==> config.mk <==
export PLATFORM = sky130hd
export DESIGN_NAME = http_chunked_body_decoder
export DESIGN_NICKNAME = d
export VERILOG_FILES = /design/src/hdl/hcbd_pkg.sv /design/src/hdl/hcbd_in_stage.sv /design/src/hdl/hcbd_engine.sv /design/src/hdl/hcbd_out_stage.sv /design/src/hdl/http_chunked_body_decoder.sv
export VERILOG_INCLUDE_DIRS = /design/src /design/src/hdl
export SDC_FILE = /design/constraint.sdc
export NUM_CORES = 1
export LEC_CHECK = 0
export ABC_AREA = 1
export BUFFER_PORTS_ARGS = -buffer_cell sky130_fd_sc_hd__buf_2
export CAP_MARGIN = 20
export CORE_MARGIN = 1.5
export CORE_UTILIZATION = 65
export CTS_BUF_LIST = sky130_fd_sc_hd__clkbuf_4
export DETAILED_ROUTE_END_ITERATION = 16
export PLACE_DENSITY = 0.89
export SYNTH_ARGS = -nofsm -noshare
export SYNTH_HDL_FRONTEND = slang
export SYNTH_SLANG_ARGS = --single-unit
==> constraint.sdc <==
create_clock -name clk_i -period 4.8 [get_ports clk_i]
set_input_delay 1.2 -clock clk_i [delete_from_list [all_inputs] [get_ports clk_i]]
set_output_delay 1.2 -clock clk_i [all_outputs]
set_load 0.005 [all_outputs]
==> src/hdl/http_chunked_body_decoder_assert.svh <==
// ----------------------------------------------------------------------------
// http_chunked_body_decoder_assert.svh
// Assertion macros for the chunked body decoder; empty in synthesis builds.
// ----------------------------------------------------------------------------
`ifndef HTTP_CHUNKED_BODY_DECODER_ASSERT_SVH
`define HTTP_CHUNKED_BODY_DECODER_ASSERT_SVH

`ifndef SYNTH
// checked only while out of reset
`define HCBD_ASSERT(lbl, clk, rstn, prop, msg) \
  lbl: assert property (@(posedge clk) disable iff (!rstn) prop) else $error(msg);
// checked on every edge, reset included
`define HCBD_ASSERT_ALWAYS(lbl, clk, prop, msg) \
  lbl: assert property (@(posedge clk) prop) else $error(msg);
`else
`define HCBD_ASSERT(lbl, clk, rstn, prop, msg)
`define HCBD_ASSERT_ALWAYS(lbl, clk, prop, msg)
`endif

`endif

==> src/hdl/hcbd_pkg.sv <==
// ----------------------------------------------------------------------------
// hcbd_pkg
// Types, character codes and the hex digit decoder of the chunked decoder.
// ----------------------------------------------------------------------------
`default_nettype none

package hcbd_pkg;

  // result kinds
  typedef enum logic [1:0] {
    KIND_PAYLOAD  = 2'd0,
    KIND_END      = 2'd1,
    KIND_OVERFLOW = 2'd2
  } kind_e;

  // decoder phases, one-hot
  typedef enum logic [6:0] {
    PH_LINE    = 7'b0000001,
    PH_LINE_CR = 7'b0000010,
    PH_DATA    = 7'b0000100,
    PH_TRAIL   = 7'b0001000,
    PH_FINAL   = 7'b0010000,
    PH_DONE    = 7'b0100000,
    PH_HALT    = 7'b1000000
  } phase_e;

  // character codes
  localparam logic [7:0] CHAR_CR    = 8'h0D;
  localparam logic [7:0] CHAR_LF    = 8'h0A;
  localparam logic [7:0] CHAR_ZERO  = 8'h30;
  localparam logic [7:0] CHAR_NINE  = 8'h39;
  localparam logic [7:0] CHAR_LA    = 8'h61;
  localparam logic [7:0] CHAR_LF_HX = 8'h66;
  localparam logic [7:0] CHAR_UA    = 8'h41;
  localparam logic [7:0] CHAR_UF    = 8'h46;

  // bytes dropped after a chunk or after the zero size line
  localparam logic [1:0] TRAIL_BYTES = 2'd2;

  typedef struct packed {
    logic       action;
    logic [7:0] body_byte;
  } item_t;

  typedef struct packed {
    kind_e      kind;
    logic [7:0] payload_byte;
    logic       chunk_last;
  } result_t;

  typedef struct packed {
    logic       ok;
    logic [3:0] val;
  } hex_t;

  // decode one ascii hex digit
  function automatic hex_t hex_decode(input logic [7:0] c);
    hex_t h;
    h.ok  = 1'b0;
    h.val = 4'd0;
    if (c >= CHAR_ZERO && c <= CHAR_NINE) begin
      h.ok  = 1'b1;
      h.val = c[3:0];
    end else if (c >= CHAR_LA && c <= CHAR_LF_HX) begin
      h.ok  = 1'b1;
      h.val = 4'(c - CHAR_LA + 8'd10);
    end else if (c >= CHAR_UA && c <= CHAR_UF) begin
      h.ok  = 1'b1;
      h.val = 4'(c - CHAR_UA + 8'd10);
    end
    return h;
  endfunction

endpackage

`default_nettype wire

==> src/hdl/hcbd_in_stage.sv <==
// ----------------------------------------------------------------------------
// hcbd_in_stage
// Input register: holds one accepted item until the engine takes it.
// ----------------------------------------------------------------------------
`default_nettype none

module hcbd_in_stage (
  input  wire logic           clk_i,
  input  wire logic           rst_ni,
  input  wire logic           in_valid_i,
  output logic                in_ready_o,
  input  wire hcbd_pkg::item_t item_i,
  input  wire logic           take_i,
  output logic                valid_o,
  output hcbd_pkg::item_t     item_o
);
  import hcbd_pkg::*;

  logic  valid_q, valid_d;
  item_t item_q;

  // free when empty or when the held item leaves this cycle
  assign in_ready_o = !valid_q || take_i;

  always_comb begin
    valid_d = valid_q;
    if (in_ready_o) begin
      valid_d = in_valid_i;
    end
  end

  always_ff @(posedge clk_i or negedge rst_ni) begin
    if (!rst_ni) begin
      valid_q <= 1'b0;
    end else begin
      valid_q <= valid_d;
    end
  end

  // payload needs no reset
  always_ff @(posedge clk_i) begin
    if (in_ready_o && in_valid_i) begin
      item_q <= item_i;
    end
  end

  assign valid_o = valid_q;
  assign item_o  = item_q;

endmodule

`default_nettype wire

==> src/hdl/hcbd_engine.sv <==
// ----------------------------------------------------------------------------
// hcbd_engine
// Decoder state and the combinational step that maps one item to its result.
// ----------------------------------------------------------------------------
`default_nettype none
`include "http_chunked_body_decoder_assert.svh"

module hcbd_engine #(
  parameter int unsigned SIZE_BITS      = 32,
  parameter int unsigned MAX_LINE_CHARS = 31
) (
  input  wire logic            clk_i,
  input  wire logic            rst_ni,
  input  wire logic            step_i,
  input  wire hcbd_pkg::item_t item_i,
  output logic                 emit_o,
  output hcbd_pkg::result_t    res_o
);
  import hcbd_pkg::*;

  localparam int unsigned LcW = $clog2(MAX_LINE_CHARS + 1);

  phase_e               phase_q, phase_d;
  logic [SIZE_BITS-1:0] size_q, size_d;
  logic [SIZE_BITS-1:0] left_q, left_d;
  logic [SIZE_BITS-1:0] left_dec;
  logic [LcW-1:0]       chars_q, chars_d;
  logic [LcW-1:0]       chars_inc;
  logic                 stopped_q, stopped_d;
  logic [1:0]           skip_q, skip_d;
  logic [1:0]           skip_dec;
  hex_t                 hex;
  logic                 line_end;
  logic                 ovf;

  assign hex       = hex_decode(item_i.body_byte);
  assign chars_inc = chars_q + LcW'(1);
  assign left_dec  = (left_q != '0) ? left_q - SIZE_BITS'(1) : left_q;
  assign skip_dec  = (skip_q != '0) ? skip_q - 2'd1 : skip_q;

  // next state and result for the item in the input register
  always_comb begin
    phase_d   = phase_q;
    size_d    = size_q;
    left_d    = left_q;
    chars_d   = chars_q;
    stopped_d = stopped_q;
    skip_d    = skip_q;
    emit_o    = 1'b0;
    res_o     = '{kind: KIND_PAYLOAD, payload_byte: 8'd0, chunk_last: 1'b0};
    line_end  = 1'b0;
    ovf       = 1'b0;

    if (item_i.action) begin
      // start a new body
      phase_d   = PH_LINE;
      size_d    = '0;
      left_d    = '0;
      chars_d   = '0;
      stopped_d = 1'b0;
      skip_d    = '0;
    end else begin
      unique case (phase_q)
        PH_LINE: begin
          if (item_i.body_byte == CHAR_CR) begin
            phase_d = PH_LINE_CR;
          end else begin
            if (!stopped_q) begin
              if (!hex.ok) begin
                stopped_d = 1'b1;
              end else if (size_q[SIZE_BITS-1 -: 4] != 4'd0) begin
                ovf          = 1'b1;
                phase_d      = PH_HALT;
                emit_o       = 1'b1;
                res_o.kind   = KIND_OVERFLOW;
              end else begin
                size_d = {size_q[SIZE_BITS-5:0], hex.val};
              end
            end
            if (!ovf) begin
              chars_d = chars_inc;
              // long size line ends on its own
              if (chars_inc >= LcW'(MAX_LINE_CHARS)) begin
                line_end = 1'b1;
              end
            end
          end
        end
        PH_LINE_CR: begin
          if (item_i.body_byte == CHAR_LF) begin
            line_end = 1'b1;
          end else begin
            phase_d = PH_LINE;
          end
        end
        PH_DATA: begin
          left_d             = left_dec;
          emit_o             = 1'b1;
          res_o.kind         = KIND_PAYLOAD;
          res_o.payload_byte = item_i.body_byte;
          if (left_dec == '0) begin
            res_o.chunk_last = 1'b1;
            phase_d          = PH_TRAIL;
            skip_d           = TRAIL_BYTES;
          end
        end
        PH_TRAIL: begin
          skip_d = skip_dec;
          if (skip_dec == '0) begin
            size_d    = '0;
            chars_d   = '0;
            stopped_d = 1'b0;
            phase_d   = PH_LINE;
          end
        end
        PH_FINAL: begin
          skip_d = skip_dec;
          if (skip_dec == '0) begin
            phase_d    = PH_DONE;
            emit_o     = 1'b1;
            res_o.kind = KIND_END;
          end
        end
        default: begin
          // done or halted: bytes are ignored
        end
      endcase

      // size line complete: zero ends the body, else a chunk follows
      if (line_end) begin
        if (size_d == '0) begin
          phase_d = PH_FINAL;
          skip_d  = TRAIL_BYTES;
        end else begin
          left_d  = size_d;
          phase_d = PH_DATA;
        end
      end
    end
  end

  always_ff @(posedge clk_i or negedge rst_ni) begin
    if (!rst_ni) begin
      phase_q   <= PH_LINE;
      size_q    <= '0;
      left_q    <= '0;
      chars_q   <= '0;
      stopped_q <= 1'b0;
      skip_q    <= '0;
    end else if (step_i) begin
      phase_q   <= phase_d;
      size_q    <= size_d;
      left_q    <= left_d;
      chars_q   <= chars_d;
      stopped_q <= stopped_d;
      skip_q    <= skip_d;
    end
  end

  // checks
  `HCBD_ASSERT_ALWAYS(a_reset_phase, clk_i, !rst_ni |-> (phase_q == PH_LINE),
    "phase not at size line during reset")
  `HCBD_ASSERT(a_data_nonzero, clk_i, rst_ni, (phase_q == PH_DATA) |-> (left_q != '0),
    "in data phase with no bytes left")
  `HCBD_ASSERT(a_last_to_trail, clk_i, rst_ni,
    (step_i && !item_i.action && phase_q == PH_DATA && left_q == SIZE_BITS'(1))
      |=> (phase_q == PH_TRAIL),
    "last chunk byte did not move to trailer")
  `HCBD_ASSERT(a_ovf_halts, clk_i, rst_ni,
    (step_i && emit_o && res_o.kind == KIND_OVERFLOW) |=> (phase_q == PH_HALT),
    "overflow did not halt the decoder")
  `HCBD_ASSERT(a_action_clears, clk_i, rst_ni,
    (step_i && item_i.action) |=> (phase_q == PH_LINE && size_q == '0 && chars_q == '0),
    "new body did not clear the size line")

endmodule

`default_nettype wire

==> src/hdl/hcbd_out_stage.sv <==
// ----------------------------------------------------------------------------
// hcbd_out_stage
// Result register: holds one result until the receiver takes it.
// ----------------------------------------------------------------------------
`default_nettype none

module hcbd_out_stage (
  input  wire logic              clk_i,
  input  wire logic              rst_ni,
  input  wire logic              load_i,
  input  wire hcbd_pkg::result_t res_i,
  output logic                   free_o,
  output logic                   out_valid_o,
  input  wire logic              out_ready_i,
  output hcbd_pkg::result_t      res_o
);
  import hcbd_pkg::*;

  logic    valid_q, valid_d;
  result_t res_q;

  // room for a new result when empty or draining this cycle
  assign free_o = !valid_q || out_ready_i;

  always_comb begin
    valid_d = valid_q;
    if (free_o) begin
      valid_d = load_i;
    end
  end

  always_ff @(posedge clk_i or negedge rst_ni) begin
    if (!rst_ni) begin
      valid_q <= 1'b0;
    end else begin
      valid_q <= valid_d;
    end
  end

  always_ff @(posedge clk_i) begin
    if (free_o && load_i) begin
      res_q <= res_i;
    end
  end

  assign out_valid_o = valid_q;
  assign res_o       = res_q;

endmodule

`default_nettype wire

==> src/hdl/http_chunked_body_decoder.sv <==
// ----------------------------------------------------------------------------
// http_chunked_body_decoder
// Decodes an HTTP/1.1 chunked body, one byte per item.
//
// Input channel (in_valid_i/in_ready_o): action_i = 1 starts a new body,
// action_i = 0 feeds body_byte_i. Output channel (out_valid_o/out_ready_i):
// kind_o is payload, end of body or size overflow; payload_byte_o and
// chunk_last_o carry the decoded byte and the last-of-chunk mark.
// Size line bytes, trailing CR LF bytes after a chunk, the first trailing
// byte after the zero size line and bytes after the end or an overflow give
// no result. Throughput: one item per cycle while the receiver does not
// stall, set by the combinational decode step between the two registers.
// The result register loads at the edge where the item leaves the input
// register, and out_valid_o then rises; the receiver takes the result from
// the result register.
// Reset clears both registers and puts the decoder at the start of a size
// line. While the receiver stalls with a result pending, an item that gives
// a result waits in the input register and in_ready_o falls; items that give
// no result still pass.
// ----------------------------------------------------------------------------
`default_nettype none

module http_chunked_body_decoder #(
  parameter int unsigned SIZE_BITS      = 32,
  parameter int unsigned MAX_LINE_CHARS = 31
) (
  input  wire logic       clk_i,
  input  wire logic       rst_ni,
  input  wire logic       in_valid_i,
  output logic            in_ready_o,
  input  wire logic       action_i,
  input  wire logic [7:0] body_byte_i,
  output logic            out_valid_o,
  input  wire logic       out_ready_i,
  output logic [1:0]      kind_o,
  output logic [7:0]      payload_byte_o,
  output logic            chunk_last_o
);
  import hcbd_pkg::*;

  item_t   in_item;
  item_t   cur_item;
  logic    cur_valid;
  logic    emit;
  result_t step_res;
  result_t out_res;
  logic    out_free;
  logic    fire;

  assign in_item = '{action: action_i, body_byte: body_byte_i};

  // the held item moves on unless its result has nowhere to go
  assign fire = cur_valid && (!emit || out_free);

  hcbd_in_stage u_in (
    .clk_i      (clk_i),
    .rst_ni     (rst_ni),
    .in_valid_i (in_valid_i),
    .in_ready_o (in_ready_o),
    .item_i     (in_item),
    .take_i     (fire),
    .valid_o    (cur_valid),
    .item_o     (cur_item)
  );

  hcbd_engine #(
    .SIZE_BITS      (SIZE_BITS),
    .MAX_LINE_CHARS (MAX_LINE_CHARS)
  ) u_engine (
    .clk_i  (clk_i),
    .rst_ni (rst_ni),
    .step_i (fire),
    .item_i (cur_item),
    .emit_o (emit),
    .res_o  (step_res)
  );

  hcbd_out_stage u_out (
    .clk_i       (clk_i),
    .rst_ni      (rst_ni),
    .load_i      (fire && emit),
    .res_i       (step_res),
    .free_o      (out_free),
    .out_valid_o (out_valid_o),
    .out_ready_i (out_ready_i),
    .res_o       (out_res)
  );

  // result fields
  assign kind_o         = out_res.kind;
  assign payload_byte_o = out_res.payload_byte;
  assign chunk_last_o   = out_res.chunk_last;

endmodule

`default_nettype wire

# Word-level counts from Yosys, hierarchy flattened
# Index checks and enable logic that the tools add are counted.
[word_totals]
wordCells = 139
reg_bits = 101
[classes]
n_eq_ne = 17
muxes = 68
n_lt_le_gt_ge = 7
addsub = 7
n_reduce_logical = 26
n_bitwise = 1
[op_table]
columns = ["op", "n"]
rows = [
  ["two-way mux 32 bit", 12],
  ["two-way mux 7 bit", 10],
  ["zero test 32 bit", 2],
  ["one-hot mux 32 bit (2 select lines)", 1],
  ["two-way mux 5 bit", 8],
  ["one-hot mux 7 bit (5 select lines)", 1],
  ["nonzero test 32 bit", 1],
  ["subtractor 32 x 1 -> 32 bit, second input constant", 1],
  ["two-way mux 1 bit", 21],
  ["two-way mux 2 bit", 9],
  ["== test 8 x 4 -> 1 bit, second input constant", 2],
  [">= comparator 8 x 7 -> 1 bit, second input constant", 2],
  ["less-or-equal comparator 8 x 7 -> 1 bit, second input constant", 2],
  ["inequality test 4 x 2 -> 1 bit, second input constant", 3],
  ["inequality test 5 x 2 -> 1 bit, second input constant", 2],
  ["one-hot mux 5 bit (2 select lines)", 1],
  ["AND reduction 9 bit", 1],
  ["adder 4 bit, second input constant", 2],
  [">= comparator 8 x 6 -> 1 bit, second input constant", 1],
  ["less-or-equal comparator 8 x 6 -> 1 bit, second input constant", 1],
  ["one-hot mux 2 bit (2 select lines)", 2],
  ["subtractor 4 x 1 -> 4 bit, second input constant", 2],
  ["== test 7 x 1 -> 1 bit, second input constant", 1],
  ["== test 7 x 2 -> 1 bit, second input constant", 1],
  ["other kinds (24)", 37],
]

# Depth between registers and ports, before layout
# Gate-level depths: netlist (run 1).
[depth]
ltp_word = 16
mapped_depth = 23
mapped_depth_nobuf = 21

# Cells and area by module
# A second synthesis (run 1) with hierarchy kept.
[unflattened]
hier_cells = 1248
area_unflattened_um2 = 7855.0
[by_module_without_submodules]
columns = ["module", "area_per_inst_um2", "seq_area_each_um2", "cells_each", "instances"]
rows = [
  ["hcbd_engine", 7139.3, 1978.1, 1211, 1],
  ["hcbd_out_stage", 375.4, 355.3, 17, 1],
  ["hcbd_in_stage", 315.3, 295.3, 15, 1],
  ["http_chunked_body_decoder", 25.0, 0.0, 5, 1],
]

# Worst setup path after synthesis (run 1)
# Ideal clock, no wire load.
[synth_path]
path_kind = "register -> output"
startpoint = "register u_in.item_q, in the netlist u_in.item_o[0]"
endpoint = "output port in_ready_o"
t_required_ns = 3.600
path_slack_ns = 1.976
path_stages_with_launch = 10
t_arrival_ns = 1.624
path_cell_list = "edfxtp_1 -> inv_1 -> ha_1 -> nor2_1 -> nand2_1 -> nand3_4 -> a21oi_2 -> nand2_1 -> o21ai_1 -> nand4_1"
[synth_via]
elab_chain_cells = 14
word_cells_on_any_way = 22
classes_between = "order compare (6); eq/ne (1); mux (8); reduce/logical (7)"
[synth_lines]
columns = ["item", "line_no", "text"]
rows = [
  ["from (decl)", "hcbd_in_stage.sv:20", "item_t item_q;"],
  ["from (signal assigned)", "hcbd_in_stage.sv:43", "item_q <= item_i;"],
  [">= comparator 8 x 7 -> 1 bit or less-or-equal comparator 8 x 7 -> 1 bit (tied branches)", "hcbd_pkg.sv:67", "end else if (c >= CHAR_UA && c <= CHAR_UF) begin"],
  ["logical AND 1 bit", "hcbd_pkg.sv:67", ""],
  ["two-way mux 5 bit", "hcbd_pkg.sv:67", ""],
  ["two-way mux 5 bit", "hcbd_pkg.sv:64", "end else if (c >= CHAR_LA && c <= CHAR_LF_HX) begin"],
  ["two-way mux 5 bit", "hcbd_pkg.sv:61", "if (c >= CHAR_ZERO && c <= CHAR_NINE) begin"],
  ["two-way mux 1 bit", "hcbd_engine.sv:69", "if (!hex.ok) begin"],
  ["two-way mux 1 bit", "hcbd_engine.sv:68", "if (!stopped_q) begin"],
  ["two-way mux 1 bit (*)", "hcbd_engine.sv:65", "if (item_i.body_byte == CHAR_CR) begin"],
  ["one-hot mux 1 bit (3 select lines) (*)", "hcbd_engine.sv:63", "unique case (phase_q)"],
  ["two-way mux 1 bit (*)", "hcbd_engine.sv:54", "if (item_i.action) begin"],
  ["zero test 1 bit (*)", "http_chunked_body_decoder.sv:53", "assign fire = cur_valid && (!emit || out_free);"],
  ["logical OR 1 bit (*)", "http_chunked_body_decoder.sv:53", ""],
  ["logical AND 1 bit (*)", "http_chunked_body_decoder.sv:53", ""],
  ["logical OR 1 bit (*)", "hcbd_in_stage.sv:23", "assign in_ready_o = !valid_q || take_i;"],
  ["to (decl)", "http_chunked_body_decoder.sv:30", "output logic in_ready_o,"],
]
# Mark *: on every way between the ends. The rest lies on a longest branch, timed or not.

# Worst setup path after layout (run 1)
# Ends and elaborated chain as after synthesis.

==> reports/qor.json, run 1 <==
{
  "run_status": {"value": "finished, final reports clean"},
  "global_route.usage.total": {"value": 32.9, "unit": "%"},
  "cts_buffers": {"value": 9},
  "worst_ep_required_time": {"value": 3.60, "unit": "ns"},
  "synth.area.top_cells": {"value": "sky130_fd_sc_hd__dfrtp_1 26%, sky130_fd_sc_hd__nand2_1 18%, sky130_fd_sc_hd__edfxtp_1 7.8%, sky130_fd_sc_hd__nand3_1 7.6%, sky130_fd_sc_hd__nor2_1 5.8%"},
  "fin_tns_setup": {"value": 0, "unit": "ns"},
  "synth_nets": {"value": 1155},
  "dr.pass1.iters": {"value": 7},
  "setup_repair_after_global_routing_missed_its_margin": {"value": "false"},
  "layout.nets": {"value": 1146},
  "avgRoutedWirePerCell": {"value": 15.8, "unit": "um"},
  "final_period_minus_worst_setup_slack": {"value": 3.85, "unit": "ns"},
  "crit_slowest_cell": {"value": "sky130_fd_sc_hd__edfxtp_1"},
  "timing_worst_setup_path_type": {"value": "flop to output port"},
  "timing.critical_path.slowest_cell_delay": {"value": 0.50, "unit": "ns"},
  "post_cts_hold_buffer_count": {"value": 0},
  "max_slew_margin": {"value": 49.1, "unit": "%"},
  "share_of_synthesized_flip_flops_with_an_asynchronous_set_or_reset": {"value": 80.2, "unit": "%"},
  "vias": {"value": 7480},
  "critPathMostFrequentCell": {"value": "sky130_fd_sc_hd__nand2_1"},
  "setup_viol_count_final": {"value": 0},
  "fin_crit_sh": {"value": 80.3, "unit": "%"},
  "area_delta_synth_final": {"value": 2.35, "unit": "%"},
  "io_buffers": {"value": 25},
  "filler_cell_count": {"value": 1023},
  "yosysSeqAreaShare": {"value": 34.3, "unit": "%"},
  "gpl.final_weighted_congestion": {"value": 1.02},
  "vias_per_cell": {"value": 5.88},
  "arrival": {"value": 2.65, "unit": "ns"},
  "numClockSinks": {"value": 101},
  "report.power.total": {"value": 0.00237, "unit": "W"},
  "multi_input_area": {"value": 4290, "unit": "um^2"},
  "number_of_max_slew_violations_in_the_final_report": {"value": 0},
  "worst_min_delay_path_startpoint": {"value": "u_engine.phase_q[0]"},
  "tritoncts_clock_tree": {"value": "yes"},
  "pwr_per_cell_area": {"value": 302, "unit": "nW/um^2"},
  "max_buffers_root_to_sink": {"value": 2},
  "clock_skew": {"value": 0.0140, "unit": "ns"},
  "ant_cells": {"value": 0},
  "top_library_cells_by_usage_in_the_layout_fill_and_taps_aside": {"value": "373 x sky130_fd_sc_hd__nand2_1, 118 x sky130_fd_sc_hd__nor2_1, 116 x sky130_fd_sc_hd__nand3_1"},
  "detail-route-antenna-nets": {"value": 0},
  "layout.area.seq": {"value": 2630, "unit": "um^2"},
  "cts_setup_buffers": {"value": 0},
  "worst-r2r-setup-slack": {"value": 1.06, "unit": "ns"},
  "final_cells": {"value": 1273},
  "max_cap_violations": {"value": 0},
  "post_syn_instances": {"value": 1134},
  "r2r-end": {"value": "u_engine.skip_q[0]"},
  "grt_pass1_wl": {"value": 33.0, "unit": "mm"},
  "cts-htree-levels": {"value": 3},
  "clock.fmax": {"value": 0.260, "unit": "GHz"},
  "routed_wl": {"value": 20.1, "unit": "mm"},
  "row_cnt": {"value": 39},
  "synthesis.yosys.warnings": {"value": 0},
  "synthesized_cell_area": {"value": 7660, "unit": "um^2"},
  "flip_flop_cell_with_the_highest_count_after_synthesis": {"value": "sky130_fd_sc_hd__dfrtp_1"},
  "postLayoutCoreUtil": {"value": 68.4, "unit": "%"},
  "tightestPinTransition": {"value": 0.763, "unit": "ns"},
  "detail_route.iter0.violations": {"value": 786},
  "clk_pin_slew": {"value": 0.16, "unit": "ns"},
  "synthesis.area_per_instance": {"value": 6.76, "unit": "um^2"},
  "floorplan.die_area": {"value": 12500, "unit": "um^2"},
  "drcViolationCount": {"value": 0},
  "worstPathCellList": {"value": "inv_1 -> ha_1 -> nor2_1 -> nand2_1 -> nand3_4 -> a21oi_2 -> nand2_1 -> o21ai_1 -> nand4_1 -> buf_2"},
  "rr_startpoint": {"value": "u_in.item_o[0]"},
  "synth_edf_count": {"value": 20},
  "drive_gt1_share": {"value": 11.8, "unit": "%"},
  "dpl.cell_count": {"value": 1257},
  "insertion_delay": {"value": 0.51, "unit": "ns"},
  "first_global_vias": {"value": 6598},
  "worst_hold_path_cell_count": {"value": 2},
  "synth-seq-cells": {"value": 101},
  "finalHoldWorstSlack": {"value": 0.516, "unit": "ns"},
  "p_leak": {"value": 4.20, "unit": "nW"},
  "dpl.hpwl": {"value": 14.8, "unit": "mm"},
  "max-vdd-ir-drop": {"value": 0.000238, "unit": "V"},
  "synth_cell_types": {"value": 46},
  "cp-end-kind": {"value": "output port"},
  "die-width": {"value": 112, "unit": "um"},
  "synth_top_area_share": {"value": 26.1, "unit": "%"},
  "timing.critical_path.fanout_max": {"value": 7},
  "maximum_number_of_pins_on_one_net_before_global_route_repair": {"value": 65},
  "worstHoldEndpoint": {"value": "u_engine.phase_q[0]"},
  "core_box_area": {"value": 11500, "unit": "um^2"},
  "antenna_found_initial": {"value": 0},
  "synth_area_leader_cell": {"value": "sky130_fd_sc_hd__dfrtp_1"},
  "hold_violations": {"value": 0},
  "floorplan.io_pins": {"value": 26},
  "hold_path.class": {"value": "flop to flop"},
  "number_of_instances_resized_during_post_cts_repair": {"value": 0},
  "fp.dieH": {"value": 112, "unit": "um"},
  "rr_worst_depth": {"value": 17},
  "clk_root_buffer_cell": {"value": "sky130_fd_sc_hd__clkbuf_4"},
  "grt.overflow.total": {"value": 0},
  "mostFrequentLayoutCell": {"value": "sky130_fd_sc_hd__nand2_1"},
  "startpoint_type_of_the_worst_setup_path": {"value": "flop"},
  "initial_utilization": {"value": 66.8, "unit": "%"}
}
==> area by class of cell <==
type	instances	area share (%)
Multi-Input combinational cell	866	54.7
Inverter	117	5.60
Clock buffer	10	0.957
Tap cell	143	2.28
Clock inverter	6	0.861
Sequential cell	101	33.5
Timing Repair Buffer	30	2.11
==> where the power goes <==
group          internal, W  switching, W  total, W
Sequential        0.000954     0.0000491   0.00100
Combinational     0.000255      0.000647  0.000902
Clock             0.000129      0.000333  0.000462
Total              0.00134       0.00103   0.00237
==> critical path, delay by kind of cell (launching register included) <==
| family | cells | cell delay, ns |
|---|---|---|
| and+or+nand+nor | 5 | 0.64 |
| DFF | 1 | 0.50 |
| AOI/OAI and AO/OA | 2 | 0.49 |
| buffers and inverters | 2 | 0.34 |
| adders and majority gates | 1 | 0.18 |
==> metrics by stage <==
| stage | area, um^2 | setup WS [ns] |
|---|---|---|
| after floorplan | 7660 | 1.98 |
| after global placement | 7700 | 1.23 |
| after detailed placement | 7700 | 1.15 |
| after CTS | 7850 | 0.951 |
| after global routing | 7850 | 0.769 |
| final | 7850 | 0.948 |
==> Yosys cell counts, types with 9 or more instances <==
cell and n:
sky130_fd_sc_hd__xor2_1 18, sky130_fd_sc_hd__clkbuf_1 18, sky130_fd_sc_hd__nand2_1 373, sky130_fd_sc_hd__nor2_1 118
sky130_fd_sc_hd__nand3_1 116, sky130_fd_sc_hd__buf_2 15, sky130_fd_sc_hd__o31ai_1 19, sky130_fd_sc_hd__inv_2 17
sky130_fd_sc_hd__nand4_1 26, sky130_fd_sc_hd__nand2_2 17, sky130_fd_sc_hd__o22ai_1 31, sky130_fd_sc_hd__o21ai_0 45
sky130_fd_sc_hd__nand3_2 12, sky130_fd_sc_hd__dfrtp_1 80, sky130_fd_sc_hd__inv_1 98, sky130_fd_sc_hd__xnor2_1 10
sky130_fd_sc_hd__or2_2 9, sky130_fd_sc_hd__edfxtp_1 20
==> worst max path at each step <==
| stage | startpoint | slack (ns) | to | cells past startpoint |
|---|---|---|---|---|
| after detailed placement | u_in.item_o[0] | 1.15 | u_engine.skip_q[0] | 17 |
| after CTS | u_in.item_o[0] | 0.95 | in_ready_o | 10 |
| final | u_in.item_o[0] | 0.95 | in_ready_o | 10 |
| after global routing | u_in.item_o[0] | 0.77 | in_ready_o | 10 |
| after floorplan | u_in.item_o[0] | 1.98 | in_ready_o | 9 |
| after global placement | u_engine.phase_q[0] | 1.23 | u_engine.left_q[25] | 19 |
==> cells by family (layout without fill, tap and decap cells) <==
| group | count (synthesis) | after routing | synth area share [%] |
|---|---|---|---|
| XOR/XNOR | 28 | 28 | 3.20 |
| adder cells (fa/ha/maj) | 8 | 8 | 1.31 |
| buffers and inverters | 167 | 163 | 9.81 |
| AND/OR/NAND/NOR | 709 | 709 | 41.8 |
| AO/OA/AOI/OAI | 121 | 121 | 9.60 |
| flip-flops | 101 | 101 | 34.3 |
==> registers in the layout, summed over array words and instances (netlist names) <==
signal,flops
u_out.out_valid_o,1
u_engine.skip_q,2
u_out.res_o,11
u_engine.size_q,32
u_engine.stopped_q,1
u_in.item_o,9
u_engine.chars_q,5
u_engine.phase_q,7
u_in.valid_o,1
u_engine.left_q,32
==> layer usage <==
metal  vias to the layer above  GRT usage [%]  share of wire (%)
met5                         -              0                  0
met4                         0           10.0                2.5
met3                        44           7.46                8.6
met2                       326           49.4                 44
met1                      3442           47.6                 45
li1                       3668              -                  -
Note: power is estimated with default switching activity, not from simulation.
==> run 2: changes to the inputs <==
clock period = 4 ns   (was 4.8 ns; I/O delays follow)
==> reports/qor.json, run 2 (synthesis results as in run 1) <==
{
  "run_status": {"value": "finished, final reports clean"},
  "top_library_cells_by_usage_in_the_layout_fill_and_taps_aside": {"value": "373 x sky130_fd_sc_hd__nand2_1, 118 x sky130_fd_sc_hd__nor2_1, 116 x sky130_fd_sc_hd__nand3_1"},
  "routed_wl": {"value": 19.9, "unit": "mm", "change": "-1.0%"},
  "grt_pass1_wl": {"value": 32.7, "unit": "mm", "change": "-0.94%"},
  "fin_crit_sh": {"value": 92.3, "unit": "%"},
  "clock_skew": {"value": 0.0334, "unit": "ns", "change": "+0.0194 ns"},
  "layout.area.seq": {"value": 2630, "unit": "um^2", "change": "unchanged"},
  "worst-r2r-setup-slack": {"value": 0.39, "unit": "ns", "change": "-0.67 ns"},
  "multi_input_area": {"value": 4300, "unit": "um^2", "change": "+0.12%"},
  "maximum_number_of_pins_on_one_net_before_global_route_repair": {"value": 82, "change": "+26%"},
  "vias_per_cell": {"value": 5.80, "change": "-1.3%"},
  "startpoint_type_of_the_worst_setup_path": {"value": "flop"},
  "avgRoutedWirePerCell": {"value": 15.6, "unit": "um", "change": "-1.3%"},
  "first_global_vias": {"value": 6577, "change": "-0.32%"},
  "floorplan.die_area": {"value": 12500, "unit": "um^2", "change": "unchanged"},
  "antenna_found_initial": {"value": 1, "change": "+1"},
  "vias": {"value": 7406, "change": "-0.99%"},
  "die-width": {"value": 112, "unit": "um", "change": "unchanged"},
  "timing_worst_setup_path_type": {"value": "flop to output port"},
  "layout.nets": {"value": 1147, "change": "+0.087%"},
  "initial_utilization": {"value": 66.8, "unit": "%", "change": "unchanged"},
  "max-vdd-ir-drop": {"value": 0.000317, "unit": "V", "change": "+33%"},
  "cts_buffers": {"value": 9, "change": "unchanged"},
  "worst_ep_required_time": {"value": 3.00, "unit": "ns", "change": "-0.60 ns"},
  "fp.dieH": {"value": 112, "unit": "um", "change": "unchanged"},
  "pwr_per_cell_area": {"value": 359, "unit": "nW/um^2", "change": "+19%"},
  "io_buffers": {"value": 25, "change": "unchanged"},
  "floorplan.io_pins": {"value": 26, "change": "unchanged"},
  "detail_route.iter0.violations": {"value": 670, "change": "-15%"},
  "drive_gt1_share": {"value": 11.8, "unit": "%", "change": "+0.078 points"},
  "design_area": {"value": 7880, "unit": "um^2", "change": "+0.48%"},
  "global_route.usage.total": {"value": 32.9, "unit": "%", "change": "about the same"},
  "row_cnt": {"value": 39, "change": "unchanged"},
  "worstPathCellList": {"value": "inv_1 -> ha_1 -> nor2_1 -> nand2_1 -> nand3_4 -> a21oi_2 -> nand2_1 -> o21ai_1 -> nand4_1 -> buf_2"},
  "clk_pin_slew": {"value": 0.18, "unit": "ns", "change": "+0.02 ns"},
  "core_box_area": {"value": 11500, "unit": "um^2", "change": "unchanged"},
  "grt.overflow.total": {"value": 0, "change": "unchanged"},
  "number_of_max_slew_violations_in_the_final_report": {"value": 0, "change": "unchanged"},
  "crit_slowest_cell": {"value": "sky130_fd_sc_hd__edfxtp_1"},
  "r2r-end": {"value": "u_engine.left_q[14]"},
  "cp_num_buf_inv": {"value": 2, "change": "unchanged"},
  "tritoncts_clock_tree": {"value": "yes"},
  "drcViolationCount": {"value": 0, "change": "unchanged"},
  "arrival": {"value": 2.69, "unit": "ns", "change": "+0.04 ns"},
  "detail-route-antenna-nets": {"value": 0, "change": "unchanged"},
  "critical_path.top_delay_family": {"value": "simple AND/OR/NAND/NOR gates"},
  "max_slew_margin": {"value": 46.6, "unit": "%", "change": "-2.5 points"},
  "cts-htree-levels": {"value": 3, "change": "unchanged"},
  "clock.fmax": {"value": 0.271, "unit": "GHz"},
  "postLayoutCoreUtil": {"value": 68.7, "unit": "%", "change": "+0.33 points"},
  "critPathMostFrequentCell": {"value": "sky130_fd_sc_hd__nand2_1"},
  "hold_path.class": {"value": "input port to asynchronous set/reset pin"},
  "rr_startpoint": {"value": "u_engine.phase_q[1]"},
  "p_leak": {"value": 4.21, "unit": "nW", "change": "+0.35%"},
  "setup_viol_count_final": {"value": 0, "change": "unchanged"},
  "dr.pass1.iters": {"value": 6, "change": "-1"},
  "clk_root_buffer_cell": {"value": "sky130_fd_sc_hd__clkbuf_4"},
  "dpl-instance-area": {"value": 7700, "unit": "um^2", "change": "unchanged"},
  "fin_tns_setup": {"value": 0, "unit": "ns", "change": "unchanged"},
  "timing.critical_path.slowest_cell_delay": {"value": 0.51, "unit": "ns", "change": "about the same"},
  "final_period_minus_worst_setup_slack": {"value": 3.69, "unit": "ns"},
  "max_buffers_root_to_sink": {"value": 2, "change": "unchanged"},
  "dpl.hpwl": {"value": 14.5, "unit": "mm", "change": "-2.1%"},
  "setup_repair_after_global_routing_missed_its_margin": {"value": "false"},
  "filler_cell_count": {"value": 1010, "change": "-1.3%"},
  "timing.critical_path.fanout_max": {"value": 7, "change": "unchanged"},
  "area_delta_synth_final": {"value": 2.84, "unit": "%"},
  "tightestPinTransition": {"value": 0.800, "unit": "ns", "change": "+0.0370 ns"},
  "post_cts_hold_buffer_count": {"value": 0, "change": "unchanged"},
  "cp-end-kind": {"value": "output port"},
  "rr_worst_depth": {"value": 19, "change": "+2"},
  "hold_violations": {"value": 0, "change": "unchanged"},
  "gpl.final_weighted_congestion": {"value": 1.04, "change": "+1.3%"},
  "max_cap_violations": {"value": 0, "change": "unchanged"},
  "numClockSinks": {"value": 101, "change": "unchanged"},
  "mostFrequentLayoutCell": {"value": "sky130_fd_sc_hd__nand2_1"},
  "insertion_delay": {"value": 0.52, "unit": "ns", "change": "about the same"}
}
run 2: worst max-delay path by stage:
stage                              startpoint             endpoint  slack [ns]  cells past startpoint
after detailed placement  u_engine.phase_q[0]  u_engine.left_q[25]        0.42                     19
after CTS                      u_in.item_o[0]           in_ready_o        0.31                     10
after global placement    u_engine.phase_q[0]  u_engine.left_q[25]        0.54                     19
after global routing      u_engine.phase_q[1]   u_engine.left_q[0]        0.05                     19
final                          u_in.item_o[0]           in_ready_o        0.31                     10
after floorplan                u_in.item_o[0]           in_ready_o        1.38                      9
run 2: power breakdown:
| group | switching (W) | leakage (nW) | internal, W | total [W] |
|---|---|---|---|---|
| logic | 0.000767 | 2.86 | 0.000310 | 0.00108 |
| registers | 0.0000582 | 1.27 | 0.00114 | 0.00120 |
| clock network | 0.000405 | 0.0790 | 0.000148 | 0.000553 |
run 2: timing repair:
item,CTS,global route
hold endpoints to repair,0,0
gates resized for setup,0,1
setup endpoints to repair,0,17
buffers inserted,0,0
run 2: routing by layer:
metal | GRT usage, % | part of all wire [%] | vias to the layer above
met1 | 47.0 | 46 | 3398
met4 | 11.1 | 3.0 | 0
li1 | - | - | 3661
met3 | 8.27 | 7.4 | 52
met2 | 49.0 | 44 | 295
met5 | 0 | 0 | -
run 2: final cells by class:
type                            count  area share, %
Tap cell                          143           2.27
Clock inverter                      7          0.921
Antenna cell                        3         0.0952
Inverter                          117           5.57
Timing Repair Buffer               31           2.44
Multi-Input combinational cell    866           54.5
Sequential cell                   101           33.3
Clock buffer                        9          0.857
run 2: per-stage QoR:
step	total power (W)	instances	setup WS, ns	hold slack, ns
global placement	0.00224	1257	0.545	0.487
floorplan	0.00207	1134	1.38	0.471
detailed placement	0.00227	1257	0.425	0.496
CTS	0.00282	1273	0.305	0.522
finish	0.00283	1277	0.307	0.429
global route	0.00303	1275	0.0510	0.437
run 2: worst register-to-register path: cells and delay by family, from the launching register on:
family / cells / cell delay [ns]
flops: 1 / 0.44
compound gates: 1 / 0.18
simple gates: 16 / 2.73
buf+inv: 2 / 0.16
==> run 3: changes to the inputs <==
CORE_UTILIZATION = 35   (was 65)
CTS_CLUSTER_DIAMETER = 30   (was unset)
PLACE_DENSITY = 0.56   (was 0.89)
==> reports/qor.json, run 3 (synthesis results as in run 1) <==
{
  "worst_ep_required_time": {"value": 3.00, "unit": "ns", "change": "about the same"},
  "worst-r2r-setup-slack": {"value": 0.63, "unit": "ns", "change": "+0.24 ns"},
  "r2r-end": {"value": "u_engine.left_q[6]"},
  "floorplan.io_pins": {"value": 26, "change": "unchanged"},
  "numClockSinks": {"value": 101, "change": "unchanged"},
  "dr.pass1.iters": {"value": 5, "change": "-1"},
  "clk_root_buffer_cell": {"value": "sky130_fd_sc_hd__clkbuf_4"},
  "dpl.cell_count": {"value": 1395, "change": "+11%"},
  "floorplan.die_area": {"value": 22800, "unit": "um^2", "change": "+83%"},
  "first_global_vias": {"value": 6597, "change": "+0.30%"},
  "timing.critical_path.fanout_max": {"value": 7, "change": "unchanged"},
  "routed_wl": {"value": 21.8, "unit": "mm", "change": "+9.3%"},
  "tritoncts_clock_tree": {"value": "yes"},
  "area_delta_synth_final": {"value": 5.27, "unit": "%"},
  "fin_crit_sh": {"value": 93.9, "unit": "%", "change": "+1.5 points"},
  "critical_path.top_delay_family": {"value": "simple AND/OR/NAND/NOR gates"},
  "gpl.final_weighted_congestion": {"value": 0.898, "change": "-13%"},
  "tightestPinTransition": {"value": 0.830, "unit": "ns", "change": "+0.0296 ns"},
  "global_route.usage.total": {"value": 20.0, "unit": "%", "change": "-13 points"},
  "maximum_number_of_pins_on_one_net_before_global_route_repair": {"value": 63, "change": "-23%"},
  "vias_per_cell": {"value": 5.04, "change": "-13%"},
  "cts-htree-levels": {"value": 3, "change": "unchanged"},
  "detail_route.iter0.violations": {"value": 515, "change": "-23%"},
  "clock_skew": {"value": 0.0338, "unit": "ns", "change": "+0.000431 ns"},
  "p_leak": {"value": 4.23, "unit": "nW", "change": "+0.40%"},
  "crit_slowest_cell": {"value": "sky130_fd_sc_hd__edfxtp_1"},
  "detail-route-antenna-nets": {"value": 0, "change": "unchanged"},
  "post_cts_hold_buffer_count": {"value": 0, "change": "unchanged"},
  "startpoint_type_of_the_worst_setup_path": {"value": "flop"},
  "critPathMostFrequentCell": {"value": "sky130_fd_sc_hd__nand2_1"},
  "rr_worst_depth": {"value": 16, "change": "-3"},
  "cts_buffers": {"value": 9, "change": "unchanged"},
  "antenna_found_initial": {"value": 2, "change": "+1"},
  "setup_viol_count_final": {"value": 0, "change": "unchanged"},
  "timing.critical_path.depth": {"value": 10, "change": "unchanged"},
  "finalHoldWorstSlack": {"value": 0.521, "unit": "ns", "change": "+0.0922 ns"},
  "number_of_instances_resized_during_post_cts_repair": {"value": 0, "change": "unchanged"},
  "mostFrequentLayoutCell": {"value": "sky130_fd_sc_hd__nand2_1"},
  "setup_repair_after_global_routing_missed_its_margin": {"value": "false"},
  "grt.overflow.total": {"value": 0, "change": "unchanged"},
  "timing_worst_setup_path_type": {"value": "flop to output port"},
  "layout.nets": {"value": 1152, "change": "+0.44%"},
  "die-width": {"value": 151, "unit": "um", "change": "+35%"},
  "drive_gt1_share": {"value": 12.2, "unit": "%", "change": "+0.39 points"},
  "final_cells": {"value": 1413, "change": "+11%"},
  "initial_utilization": {"value": 36.1, "unit": "%", "change": "-31 points"},
  "grt_pass1_wl": {"value": 35.3, "unit": "mm", "change": "+8.0%"},
  "postLayoutCoreUtil": {"value": 38.0, "unit": "%", "change": "-31 points"},
  "avgRoutedWirePerCell": {"value": 15.4, "unit": "um", "change": "-1.2%"},
  "timing.critical_path.slowest_cell_delay": {"value": 0.52, "unit": "ns", "change": "about the same"},
  "vias": {"value": 7121, "change": "-3.8%"},
  "layout.area.seq": {"value": 2630, "unit": "um^2", "change": "unchanged"},
  "final_period_minus_worst_setup_slack": {"value": 3.76, "unit": "ns", "change": "+0.0616 ns"},
  "filler_cell_count": {"value": 2280, "change": "+130%"},
  "core_box_area": {"value": 21200, "unit": "um^2", "change": "+85%"},
  "hold_violations": {"value": 0, "change": "unchanged"},
  "insertion_delay": {"value": 0.53, "unit": "ns", "change": "about the same"},
  "clk_pin_slew": {"value": 0.21, "unit": "ns", "change": "+0.03 ns"},
  "cts_setup_buffers": {"value": 0, "change": "unchanged"},
  "fin_tns_setup": {"value": 0, "unit": "ns", "change": "unchanged"},
  "multi_input_area": {"value": 4290, "unit": "um^2", "change": "-0.12%"},
  "max-vdd-ir-drop": {"value": 0.000181, "unit": "V", "change": "-43%"},
  "io_buffers": {"value": 25, "change": "unchanged"},
  "top_library_cells_by_usage_in_the_layout_fill_and_taps_aside": {"value": "373 x sky130_fd_sc_hd__nand2_1, 118 x sky130_fd_sc_hd__nor2_1, 116 x sky130_fd_sc_hd__nand3_1"},
  "row_cnt": {"value": 53, "change": "+36%"},
  "number_of_max_slew_violations_in_the_final_report": {"value": 0, "change": "unchanged"},
  "drcViolationCount": {"value": 0, "change": "unchanged"},
  "run_status": {"value": "finished, final reports clean"},
  "max_cap_violations": {"value": 0, "change": "unchanged"},
  "cp_num_buf_inv": {"value": 2, "change": "unchanged"},
  "rr_startpoint": {"value": "u_in.item_o[0]"},
  "pwr_per_cell_area": {"value": 355, "unit": "nW/um^2", "change": "-1.1%"},
  "dpl.hpwl": {"value": 15.9, "unit": "mm", "change": "+9.5%"},
  "max_buffers_root_to_sink": {"value": 2, "change": "unchanged"},
  "worstPathCellList": {"value": "inv_1 -> ha_1 -> nor2_1 -> nand2_1 -> nand3_4 -> a21oi_2 -> nand2_1 -> o21ai_1 -> nand4_1 -> buf_2"},
  "fp.dieH": {"value": 151, "unit": "um", "change": "+35%"},
  "clock.fmax": {"value": 0.266, "unit": "GHz", "change": "-1.6%"},
  "hold_path.class": {"value": "input port to asynchronous set/reset pin"},
  "arrival": {"value": 2.76, "unit": "ns", "change": "+0.07 ns"},
  "max_slew_margin": {"value": 44.6, "unit": "%", "change": "-2.0 points"},
  "cp-end-kind": {"value": "output port"}
}
==> run 3: cell types whose count changed in the layout (fill, tap and decap cells not counted) <==
| cell | change |
|---|---|
| sky130_fd_sc_hd__buf_4 | +6 |
| sky130_fd_sc_hd__buf_16 | -1 |
| sky130_fd_sc_hd__clkinv_2 | -1 |
| sky130_fd_sc_hd__clkinv_4 | -1 |
| sky130_fd_sc_hd__clkinv_8 | +1 |
| sky130_fd_sc_hd__diode_2 | -1 |
| sky130_fd_sc_hd__inv_6 | +1 |
| sky130_fd_sc_hd__nand2_2 | +1 |
| sky130_fd_sc_hd__nand2_4 | -1 |
==> run 3: cell type report <==
cell class	count	share of cell area [%]
antenna	2	0.0620
clock buffer	9	0.837
clock inverter	7	1.04
inverter	117	5.44
multi-input combinational	866	53.2
sequential	101	32.6
tap	275	4.26
timing repair buffer	36	2.61
==> run 3: worst max path at each step <==
stage / startpoint / endpoint / slack, ns
floorplan: u_in.item_o[0] / in_ready_o / 1.38
detailed placement: u_in.item_o[0] / u_engine.left_q[14] / 0.72
global route: u_in.item_o[1] / in_ready_o / 0.02
finish: u_in.item_o[0] / in_ready_o / 0.24
CTS: u_in.item_o[0] / in_ready_o / 0.24
global placement: u_engine.left_q[0] / u_engine.phase_q[5] / 0.75
==> run 3: report_power, final <==
group          total [W]  internal [W]  leakage, nW  switching, W
Combinational    0.00107      0.000313         2.88      0.000754
Sequential       0.00120       0.00114         1.27     0.0000557
Clock           0.000601      0.000156       0.0824      0.000445
Total            0.00287       0.00161         4.23       0.00125
==> run 3: layer usage <==
layer | track usage (%) | part of all wire (%) | up-vias
met4 | 5.44 | 1.9 | 0
met5 | 0 | 0 | -
met1 | 28.5 | 49 | 3255
li1 | - | - | 3676
met2 | 31.8 | 45 | 164
met3 | 2.41 | 3.8 | 26
==> run 3: through the flow <==
step / power, W / worst slack (ns) / cell area, um^2
after floorplan: 0.00207 / 1.38 / 7660
after global placement: 0.00228 / 0.752 / 7910
after detailed placement: 0.00228 / 0.720 / 7910
after CTS: 0.00288 / 0.245 / 8060
after global routing: 0.00307 / 0.0197 / 8070
final: 0.00287 / 0.245 / 8070
